File: src/design/wheel_encoder_odometry_counter_defines.svh
// assertion macros shared by the odometry counter modules
// no dependencies; included by the files that carry assertions
`ifndef WHEEL_ENCODER_ODOMETRY_COUNTER_DEFINES_SVH
`define WHEEL_ENCODER_ODOMETRY_COUNTER_DEFINES_SVH

// antecedent implies consequent in the same cycle
`define WHEO_ASSERT_SAME(label, clk, rst_n, ante, cons) \
	label: assert property (@(posedge clk) disable iff (!rst_n) (ante) |-> (cons)) \
		else $error("wheo assertion failed");

// antecedent implies consequent in the next cycle
`define WHEO_ASSERT_NEXT(label, clk, rst_n, ante, cons) \
	label: assert property (@(posedge clk) disable iff (!rst_n) (ante) |=> (cons)) \
		else $error("wheo assertion failed");

`endif

File: src/design/wheo_pkg.sv
// shared constants, codes and command/status types for the odometry counter
// no dependencies
package wheo_pkg;

	localparam int NUM_WHEELS = 2;

	localparam int FREQ_W  = 24;
	localparam int CPCM_W  = 15;
	localparam int DELTA_W = 16;
	localparam int PER_W   = 24;
	localparam int SPEED_W = 25;
	localparam int VALUE_W = 16;
	localparam int TOTAL_W = 32;
	localparam int CM_W    = 16;
	localparam int CFG_W   = 24;
	localparam int CNT_W   = $clog2(PER_W);

	localparam logic [FREQ_W-1:0] FREQ_RESET = 24'd156006;
	localparam logic [CPCM_W-1:0] CPCM_RESET = 15'd112;

	typedef logic [1:0] op_code_t;
	localparam op_code_t OP_ACCUMULATE = 2'd0;
	localparam op_code_t OP_SPEED      = 2'd1;
	localparam op_code_t OP_READ       = 2'd2;

	typedef logic [1:0] read_mode_t;
	localparam read_mode_t RD_TOTAL   = 2'd0;
	localparam read_mode_t RD_CM      = 2'd1;
	localparam read_mode_t RD_PARTIAL = 2'd2;

	typedef logic [1:0] reg_index_t;
	localparam reg_index_t REG_TIMER_FREQ = 2'd0;
	localparam reg_index_t REG_CPCM_LEFT  = 2'd1;
	localparam reg_index_t REG_CPCM_RIGHT = 2'd2;

	localparam logic KIND_SPEED = 1'b0;
	localparam logic KIND_READ  = 1'b1;

	typedef struct packed {
		logic load;        // capture the input beat and seed the divider
		logic acc_add;     // form the new totals
		logic acc_commit;  // compare against counts per cm and write back
		logic div_step;    // one restoring division step
		logic read_exec;   // pick the read value and clear the source
		logic out_load;    // move the result into the output register
	} cmd_t;

	typedef struct packed {
		logic div_last;
	} status_t;

endpackage

File: src/design/wheo_ctrl.sv
// controller state machine for the odometry counter
// depends on wheo_pkg and wheel_encoder_odometry_counter_defines.svh
`include "wheel_encoder_odometry_counter_defines.svh"

module wheo_ctrl (
	input  logic              clk,
	input  logic              arst_n,
	input  logic              in_valid,
	output logic              in_ready,
	input  wheo_pkg::op_code_t in_op,
	output logic              out_valid,
	input  logic              out_ready,
	input  wheo_pkg::status_t status,
	output wheo_pkg::cmd_t    cmd
);

	typedef enum logic [2:0] {
		ST_IDLE,
		ST_ACC_ADD,
		ST_ACC_COMMIT,
		ST_DIV,
		ST_READ,
		ST_FINISH
	} state_t;

	state_t state_q;
	logic   out_valid_q;
	logic   accept;

	assign in_ready  = (state_q == ST_IDLE);
	assign accept    = in_valid && in_ready;
	assign out_valid = out_valid_q;

	always_comb begin
		cmd            = '0;
		cmd.load       = accept;
		cmd.acc_add    = (state_q == ST_ACC_ADD);
		cmd.acc_commit = (state_q == ST_ACC_COMMIT);
		cmd.div_step   = (state_q == ST_DIV);
		cmd.read_exec  = (state_q == ST_READ);
		cmd.out_load   = (state_q == ST_FINISH) && (!out_valid_q || out_ready);
	end

	always_ff @(posedge clk or negedge arst_n) begin
		if (!arst_n) begin
			state_q     <= ST_IDLE;
			out_valid_q <= 1'b0;
		end else begin
			if (cmd.out_load)
				out_valid_q <= 1'b1;
			else if (out_ready)
				out_valid_q <= 1'b0;
			unique case (state_q)
				ST_IDLE: begin
					if (accept) begin
						case (in_op)
							wheo_pkg::OP_ACCUMULATE: state_q <= ST_ACC_ADD;
							wheo_pkg::OP_SPEED:      state_q <= ST_DIV;
							wheo_pkg::OP_READ:       state_q <= ST_READ;
							default:                 state_q <= ST_IDLE;
						endcase
					end
				end
				ST_ACC_ADD:    state_q <= ST_ACC_COMMIT;
				ST_ACC_COMMIT: state_q <= ST_IDLE;
				ST_DIV: begin
					if (status.div_last)
						state_q <= ST_FINISH;
				end
				ST_READ:       state_q <= ST_FINISH;
				ST_FINISH: begin
					if (!out_valid_q || out_ready)
						state_q <= ST_IDLE;
				end
				default:       state_q <= ST_IDLE;
			endcase
		end
	end

	`WHEO_ASSERT_SAME(a_load_free, clk, arst_n, cmd.out_load, !out_valid_q || out_ready)
	`WHEO_ASSERT_NEXT(a_load_shows, clk, arst_n, cmd.out_load, out_valid_q)
	`WHEO_ASSERT_NEXT(a_speed_divides, clk, arst_n, accept && in_op == wheo_pkg::OP_SPEED,
		state_q == ST_DIV)
	`WHEO_ASSERT_NEXT(a_div_ends, clk, arst_n, state_q == ST_DIV && status.div_last,
		state_q == ST_FINISH)

endmodule

File: src/design/wheo_datapath.sv
// datapath: configuration registers, per-wheel counters, serial divider, output register
// depends on wheo_pkg and wheel_encoder_odometry_counter_defines.svh
`include "wheel_encoder_odometry_counter_defines.svh"

module wheo_datapath (
	input  logic                                 clk,
	input  logic                                 arst_n,
	input  logic                                 cfg_we,
	input  wheo_pkg::reg_index_t                 cfg_index,
	input  logic [wheo_pkg::CFG_W-1:0]           cfg_data,
	input  wheo_pkg::op_code_t                   in_op,
	input  logic                                 in_wheel,
	input  logic signed [wheo_pkg::DELTA_W-1:0]  in_delta,
	input  logic [wheo_pkg::PER_W-1:0]           in_period,
	input  logic                                 in_direction,
	input  wheo_pkg::read_mode_t                 in_read_mode,
	input  wheo_pkg::cmd_t                       cmd,
	output wheo_pkg::status_t                    status,
	output logic                                 out_kind,
	output logic signed [wheo_pkg::SPEED_W-1:0]  out_speed,
	output logic [wheo_pkg::VALUE_W-1:0]         out_value
);

	localparam int TW = wheo_pkg::TOTAL_W;

	// configuration
	logic [wheo_pkg::FREQ_W-1:0] timer_freq_q;
	logic [wheo_pkg::CPCM_W-1:0] cpcm_q [wheo_pkg::NUM_WHEELS];

	// captured beat
	wheo_pkg::op_code_t               op_q;
	logic                             wheel_q;
	logic signed [wheo_pkg::DELTA_W-1:0] delta_q;
	logic [wheo_pkg::PER_W-1:0]       period_q;
	logic                             dir_q;
	wheo_pkg::read_mode_t             mode_q;

	// wheel state
	logic [TW-1:0]              total_q   [wheo_pkg::NUM_WHEELS];
	logic [TW-1:0]              partial_q [wheo_pkg::NUM_WHEELS];
	logic [wheo_pkg::CM_W-1:0]  cm_q      [wheo_pkg::NUM_WHEELS];

	logic [TW-1:0] total_sum_q;
	logic [TW-1:0] partial_sum_q;

	// divider
	logic [wheo_pkg::PER_W:0]     rem_q;
	logic [wheo_pkg::FREQ_W-1:0]  quot_q;
	logic [wheo_pkg::CNT_W-1:0]   cnt_q;
	logic [wheo_pkg::PER_W:0]     rem_shift;
	logic [wheo_pkg::PER_W:0]     rem_diff;

	logic [wheo_pkg::VALUE_W-1:0] read_val_q;

	logic                       wheel_ok;
	logic [TW-1:0]              delta_ext;
	logic [wheo_pkg::CPCM_W-1:0] lim;
	logic signed [TW:0]         neg_chk;
	logic                       step_up;
	logic                       step_down;
	logic [wheo_pkg::SPEED_W-1:0] quot_ext;
	logic [wheo_pkg::SPEED_W-1:0] speed;

	assign wheel_ok  = (32'(wheel_q) < 32'(wheo_pkg::NUM_WHEELS));
	assign delta_ext = TW'(delta_q);
	assign lim       = cpcm_q[wheel_q];

	// partial + lim <= 0 is the same as partial <= -lim
	assign neg_chk   = $signed({partial_sum_q[TW-1], partial_sum_q})
		+ $signed({(TW - wheo_pkg::CPCM_W + 1)'(0), lim});
	assign step_up   = !partial_sum_q[TW-1] && (partial_sum_q != '0)
		&& (partial_sum_q >= TW'(lim));
	assign step_down = partial_sum_q[TW-1] && (neg_chk[TW] || (neg_chk == '0));

	assign rem_shift = {rem_q[wheo_pkg::PER_W-1:0], quot_q[wheo_pkg::FREQ_W-1]};
	assign rem_diff  = rem_shift - {1'b0, period_q};

	assign status.div_last = (cnt_q == wheo_pkg::CNT_W'(wheo_pkg::PER_W - 1));

	assign quot_ext = (period_q == '0) ? '0 : {1'b0, quot_q};
	assign speed    = dir_q ? quot_ext : (wheo_pkg::SPEED_W'(0) - quot_ext);

	always_ff @(posedge clk or negedge arst_n) begin
		if (!arst_n) begin
			timer_freq_q <= wheo_pkg::FREQ_RESET;
			for (int i = 0; i < wheo_pkg::NUM_WHEELS; i++) begin
				cpcm_q[i]    <= wheo_pkg::CPCM_RESET;
				total_q[i]   <= '0;
				partial_q[i] <= '0;
				cm_q[i]      <= '0;
			end
		end else begin
			if (cfg_we) begin
				unique case (cfg_index)
					wheo_pkg::REG_TIMER_FREQ: timer_freq_q <= cfg_data;
					wheo_pkg::REG_CPCM_LEFT:  cpcm_q[0] <= cfg_data[wheo_pkg::CPCM_W-1:0];
					wheo_pkg::REG_CPCM_RIGHT: cpcm_q[1] <= cfg_data[wheo_pkg::CPCM_W-1:0];
					default: ;
				endcase
			end
			if (cmd.acc_commit && wheel_ok) begin
				total_q[wheel_q] <= total_sum_q;
				if (step_up) begin
					cm_q[wheel_q]      <= cm_q[wheel_q] + wheo_pkg::CM_W'(1);
					partial_q[wheel_q] <= '0;
				end else if (step_down) begin
					cm_q[wheel_q]      <= cm_q[wheel_q] - wheo_pkg::CM_W'(1);
					partial_q[wheel_q] <= '0;
				end else begin
					partial_q[wheel_q] <= partial_sum_q;
				end
			end
			if (cmd.read_exec && wheel_ok) begin
				case (mode_q)
					wheo_pkg::RD_CM:      cm_q[wheel_q] <= '0;
					wheo_pkg::RD_PARTIAL: partial_q[wheel_q] <= '0;
					default: ;
				endcase
			end
		end
	end

	// payload registers
	always_ff @(posedge clk) begin
		if (cmd.load) begin
			op_q     <= in_op;
			wheel_q  <= in_wheel;
			delta_q  <= in_delta;
			period_q <= in_period;
			dir_q    <= in_direction;
			mode_q   <= in_read_mode;
			rem_q    <= '0;
			quot_q   <= timer_freq_q;
			cnt_q    <= '0;
		end else if (cmd.div_step) begin
			if (!rem_diff[wheo_pkg::PER_W]) begin
				rem_q  <= rem_diff;
				quot_q <= {quot_q[wheo_pkg::FREQ_W-2:0], 1'b1};
			end else begin
				rem_q  <= rem_shift;
				quot_q <= {quot_q[wheo_pkg::FREQ_W-2:0], 1'b0};
			end
			cnt_q <= cnt_q + wheo_pkg::CNT_W'(1);
		end
		if (cmd.acc_add) begin
			total_sum_q   <= total_q[wheel_q] + delta_ext;
			partial_sum_q <= partial_q[wheel_q] + delta_ext;
		end
		if (cmd.read_exec) begin
			if (wheel_ok) begin
				case (mode_q)
					wheo_pkg::RD_TOTAL:   read_val_q <= total_q[wheel_q][wheo_pkg::VALUE_W-1:0];
					wheo_pkg::RD_CM:      read_val_q <= cm_q[wheel_q];
					wheo_pkg::RD_PARTIAL:
						read_val_q <= partial_q[wheel_q][wheo_pkg::VALUE_W-1:0];
					default:              read_val_q <= '0;
				endcase
			end else begin
				read_val_q <= '0;
			end
		end
		if (cmd.out_load) begin
			if (op_q == wheo_pkg::OP_READ) begin
				out_kind  <= wheo_pkg::KIND_READ;
				out_speed <= '0;
				out_value <= read_val_q;
			end else begin
				out_kind  <= wheo_pkg::KIND_SPEED;
				out_speed <= $signed(speed);
				out_value <= '0;
			end
		end
	end

	`WHEO_ASSERT_NEXT(a_add_then_commit, clk, arst_n, cmd.acc_add, cmd.acc_commit)
	`WHEO_ASSERT_SAME(a_step_exclusive, clk, arst_n, cmd.acc_commit, !(step_up && step_down))
	`WHEO_ASSERT_NEXT(a_div_seeded, clk, arst_n, cmd.load, cnt_q == '0 && rem_q == '0)

endmodule

File: src/design/wheel_encoder_odometry_counter.sv
// Two-wheel odometry counter: pulse totals, centimetre counts and
// period-based speed from quadrature encoder data.
//
// Input stream (s_*): one beat per command. s_tuser carries the operation
// (accumulate, speed, read); s_tdata carries wheel, count delta, period,
// direction and read mode. Accumulate beats give no output beat.
// Output stream (m_*): speed and read results; m_tuser is the result kind.
// Configuration: cfg_we/cfg_index/cfg_data writes timer frequency (0)
// and counts per cm for left (1) and right (2) wheel, taken at once.
//
// Sequencing: the block takes one command at a time. An accumulate passes
// through an add and a commit state; a read passes through a read and a
// finish state, and its result then goes into the output register. A speed
// command runs a 24-step restoring divider, one quotient bit a cycle, and
// then a finish state; the divider sets the rate.
// The output register frees the input side: a new command is taken while
// a result still waits. If the receiver stalls and a second result is
// ready, the block holds that result and takes nothing more until the
// waiting beat leaves. Reset clears all counters, restores the
// configuration defaults and empties the output register.
// depends on wheo_pkg, wheo_ctrl, wheo_datapath

module wheel_encoder_odometry_counter (
	input  logic        clk,
	input  logic        arst_n,
	input  logic        s_tvalid,
	output logic        s_tready,
	input  logic [47:0] s_tdata,   // wheel, count_delta, period, direction, read_mode, zero pad
	input  logic [1:0]  s_tuser,   // operation
	output logic        m_tvalid,
	input  logic        m_tready,
	output logic [47:0] m_tdata,   // wheel_speed, read_value, zero pad
	output logic        m_tuser,   // result_kind
	input  logic        cfg_we,
	input  logic [1:0]  cfg_index,
	input  logic [23:0] cfg_data
);

	wheo_pkg::cmd_t    cmd;
	wheo_pkg::status_t status;

	logic signed [wheo_pkg::SPEED_W-1:0] out_speed;
	logic [wheo_pkg::VALUE_W-1:0]        out_value;

	wheo_ctrl u_ctrl (
		.clk       (clk),
		.arst_n    (arst_n),
		.in_valid  (s_tvalid),
		.in_ready  (s_tready),
		.in_op     (s_tuser),
		.out_valid (m_tvalid),
		.out_ready (m_tready),
		.status    (status),
		.cmd       (cmd)
	);

	wheo_datapath u_datapath (
		.clk          (clk),
		.arst_n       (arst_n),
		.cfg_we       (cfg_we),
		.cfg_index    (cfg_index),
		.cfg_data     (cfg_data),
		.in_op        (s_tuser),
		.in_wheel     (s_tdata[0]),
		.in_delta     ($signed(s_tdata[16:1])),
		.in_period    (s_tdata[40:17]),
		.in_direction (s_tdata[41]),
		.in_read_mode (s_tdata[43:42]),
		.cmd          (cmd),
		.status       (status),
		.out_kind     (m_tuser),
		.out_speed    (out_speed),
		.out_value    (out_value)
	);

	assign m_tdata = {7'b0, out_value, out_speed};

endmodule
File: config.mk
export PLATFORM = sky130hd
export DESIGN_NAME = wheel_encoder_odometry_counter
export DESIGN_NICKNAME = d
export VERILOG_FILES = /design/src/design/wheo_pkg.sv /design/src/design/wheo_ctrl.sv /design/src/design/wheo_datapath.sv /design/src/design/wheel_encoder_odometry_counter.sv
export VERILOG_INCLUDE_DIRS = /design/src /design/src/design
export SDC_FILE = /design/constraint.sdc
export NUM_CORES = 1
export LEC_CHECK = 0
export BUFFER_PORTS_ARGS = -buffer_cell sky130_fd_sc_hd__buf_4
export CORE_AREA = 2 2 215 217
export DETAILED_ROUTE_END_ITERATION = 10
export DIE_AREA = 0 0 217 219
export GPL_TIMING_DRIVEN = 1
export HOLD_SLACK_MARGIN = 0.12
export PLACE_DENSITY = 0.77
export REMOVE_ABC_BUFFERS = 1
export SKIP_LAST_GASP = 1
export SLEW_MARGIN = 20
export SYNTH_ARGS = -nofsm -noshare
export SYNTH_HDL_FRONTEND = slang
export SYNTH_SLANG_ARGS = --single-unit
File: constraint.sdc
create_clock -name clk -period 17.1 [get_ports clk]
set_input_delay 2.565 -clock clk [delete_from_list [all_inputs] [get_ports clk]]
set_output_delay 2.565 -clock clk [all_outputs]
set_load 0.1 [all_outputs]
==> impl_metrics.json <==
{
  "p_seq_share_pct": 37.6,
  "p_int_mw": 2.422,
  "async_reset_ff_share_pct": 47.57,
  "grt_first_pass_wirelength_um": 92340,
  "fmax_mhz": 171.2,
  "postRouteAntennaNets": 0,
  "cp.arrival_ns": 6.33,
  "place_ws_ns": 11.09,
  "slew_viol_final": 0,
  "vdd_drop_max_mv": 0.09413,
  "cpLargestDelayFamily": "compound AO/OA/AOI/OAI gates",
  "yosysWarningCount": 0,
  "power.switching_mw": 1.609,
  "die_y_um": 219,
  "ys_ff_latch": 391,
  "yosysSeqAreaShare_pct": 47.01,
  "p_per_area_nw_per_um2": 159.6,
  "drtPass1Iterations": 6,
  "ctsResizeCount": 0,
  "cp-end-kind": "flip-flop",
  "path_clk_slew_ns": 0.06,
  "finClkSkew_ns": 0.02395,
  "fin_setup_tns_ns": 0,
  "max_stage_delay_ns": 0.84,
  "pwr-share-clk_pct": 22.8,
  "nets": 2506,
  "cts_root_buf": "clkbuf_16",
  "swShare_pct": 39.91,
  "yosysTopAreaCellShare_pct": 23.58,
  "netlist_area_sq_um": 22410,
  "crit_buf_inv": 1,
  "cts_sinks": 391,
  "die_x_um": 217,
  "setup_violations": 0,
  "numCtsBuffers": 43,
  "hold_buffers": 0,
  "syn2layout_area_growth_pct": 12.71,
  "status": "finished clean",
  "grt_max_degree": 104,
  "rsz0062_at_grt": "no",
  "slowest_stage": "a211oi_4",
  "synth_cell_types": 89,
  "track_usage_pct": 24.09,
  "port_buffers": 120,
  "maxCapViolCount": 0,
  "grt_pass1_vias": 17400,
  "drc": 0,
  "multi_input_area_sq_um": 11170,
  "drive_gt1_share_pct": 14.96,
  "cts_buffer_depth": 3,
  "worst_setup_path_start_kind": "flip-flop",
  "clk_latency_ns": 0.59,
  "ys_top_cells_by_count": "314 x nand2_1, 176 x edfxtp_1, 172 x dfrtp_1, 168 x nor2_1, 109 x ha_1",
  "finalHoldViolCount": 0,
  "power_frac_comb_pct": 39.6,
  "fin_crit_ns": 5.841,
  "tritoncts": "done",
  "synth-main-ff-cell": "edfxtp_1",
  "vias": 17780,
  "timing.final.ws_setup_ns": 11.26,
  "io_pins": 132,
  "worstPathMaxFanout": 60,
  "h-tree-depth": 2,
  "drt_wl_total_um": 57320,
  "slew_headroom_pct": 26.04,
  "start_util_pct": 49.71,
  "required_ns": 17.59,
  "tightest_slew_ns": 1.107,
  "avgSynthCellArea_sq_um": 10.09,
  "hold-worst-slack_ns": 0.4685,
  "gp_congestion": 0.9019,
  "synth_area_leader_cell": "edfxtp_1",
  "antenna_found_initial": 0,
  "synth_edf_count": 176,
  "seqCellArea_sq_um": 10540,
  "final_util_pct": 56.03,
  "antennaDiodeCount": 0,
  "overflow": 0,
  "post-route-period-util_pct": 34.16,
  "path_class": "flip-flop to flip-flop",
  "routedWlPerCell_um": 19.46,
  "core_sq_um": 45090,
  "synthTopCellsByArea": "edfxtp_1 24%, dfrtp_1 19%, ha_1 6.1%",
  "final.fill_count": 3894,
  "avgViaCountPerCell": 6.037,
  "leakage_nw": 10.88,
  "postCtsSetupBuffers": 0,
  "synth_most_common_cell": "nand2_1",
  "power_mw": 4.031,
  "hold_path_class": "flip-flop to flip-flop",
  "cp_common_cell": "nand2_1",
  "dp_hpwl_um": 40010,
  "drtIter0Drc": 1562,
  "synth_cells": 2222,
  "dieArea_sq_um": 47520,
  "crit_chain": "buf_4, mux2_2, ha_1, fa_1, nor2b_1, o2111ai_1, nand2_1, or4b_1, o211ai_1, nand2_1, a2111oi_1, nand4_2, a211oi_4, a311oi_1, nor3_1",
  "rows": 78
}
[layout make-up]
type | count | area share [%]
Tap cell | 600 | 2.972
Sequential cell | 391 | 41.71
Inverter | 90 | 1.342
Multi-Input combinational cell | 1646 | 44.22
Timing Repair Buffer | 140 | 4.235
Clock buffer | 65 | 4.869
Clock inverter | 14 | 0.6488
[cell families (layout without fill, tap and decap cells)]
| group | count (synthesis) | in the layout | share of synthesized area, % |
|---|---|---|---|
| simple gates | 807 | 807 | 17.03 |
| compound gates | 464 | 464 | 14.54 |
| flops | 391 | 391 | 47.01 |
| buf+inv | 191 | 309 | 3.494 |
| mux | 167 | 167 | 8.027 |
| fa+ha+maj | 113 | 113 | 6.442 |
| xor+xnor | 88 | 88 | 3.439 |
| other cells | 1 | 7 | 0.01673 |
[state kept, by name (all words and copies together), names as in the netlist, 2 cells and up]
name and flops:
u_datapath.out_value 16, u_datapath.timer_freq_q 24, u_datapath.partial_sum_q 32, u_datapath.cnt_q 5
u_datapath.total_sum_q 16, u_datapath.out_speed 25, u_datapath.quot_q 24, u_datapath.read_val_q 16
u_datapath.op_q 2, u_datapath.partial_q 64, u_datapath.cm_q 32, u_datapath.rem_q 24
u_datapath.period_q 24, u_datapath.delta_q 16, u_datapath.cpcm_q 30, u_datapath.total_q 32
u_datapath.mode_q 2, u_ctrl.state_q 3
[per-layer routing]
metal | global-route usage, % | share of wire, % | vias up
met1 | 32.93 | 44 | 8762
met2 | 39.84 | 47 | 615
met3 | 3.299 | 6.2 | 120
met5 | 0 | 0 | -
met4 | 7.420 | 2.6 | 0
li1 | - | - | 8287
[cells in the final DEF, fill, tap and decap left out, types with 48 or more instances in the layout]
master and instances:
dfrtp_1 172, nor3_1 48, a21oi_1 101, edfxtp_1 176, ha_1 109, mux2_2 102, nor2_1 164, xnor2_1 61
inv_1 86, buf_4 136, nand3_1 59, o21ai_0 78, mux2i_1 65, nand2_1 314
[final timing paths]
kind                                                     from                                 end  slack [ns]  cells past startpoint
max                              u_datapath.wheel_q$_DFFE_PP_       u_datapath.cm_q[14]$_DFF_PN0_       11.26                     15
min                        u_datapath.partial_q[54]$_DFF_PN0_  u_datapath.partial_q[54]$_DFF_PN0_        0.47                      1
max reg2reg                      u_datapath.wheel_q$_DFFE_PP_       u_datapath.cm_q[14]$_DFF_PN0_       11.26                     15
min reg2reg                u_datapath.partial_q[54]$_DFF_PN0_  u_datapath.partial_q[54]$_DFF_PN0_        0.47                      1
max in group asynchronous                              arst_n   u_datapath.cpcm_q[29]$_DFFE_PN0P_       13.64                      2
min in group asynchronous                              arst_n       u_datapath.cm_q[24]$_DFF_PN0_        2.06                      1
[metrics by stage]
stage          std cells  area [sq um]
4_1_cts             2945         25250
3_3_place_gp        2865         23840
6_report            2946         25260
3_5_place_dp        2866         23850
2_1_floorplan       2127         21990
5_1_grt             2946         25260
[power groups by stage]
| stage | sequential [mW] | combinational, mW | clock (mW) |
|---|---|---|---|
| floorplan | 1.53 | 1.09 | 0 |
| global placement | 1.51 | 1.52 | 0 |
| detailed placement | 1.52 | 1.57 | 0 |
| CTS | 1.51 | 1.58 | 0.934 |
| global route | 1.54 | 1.76 | 0.971 |
| finish | 1.51 | 1.60 | 0.919 |
No activity file was read; power rests on OpenSTA's default activity.
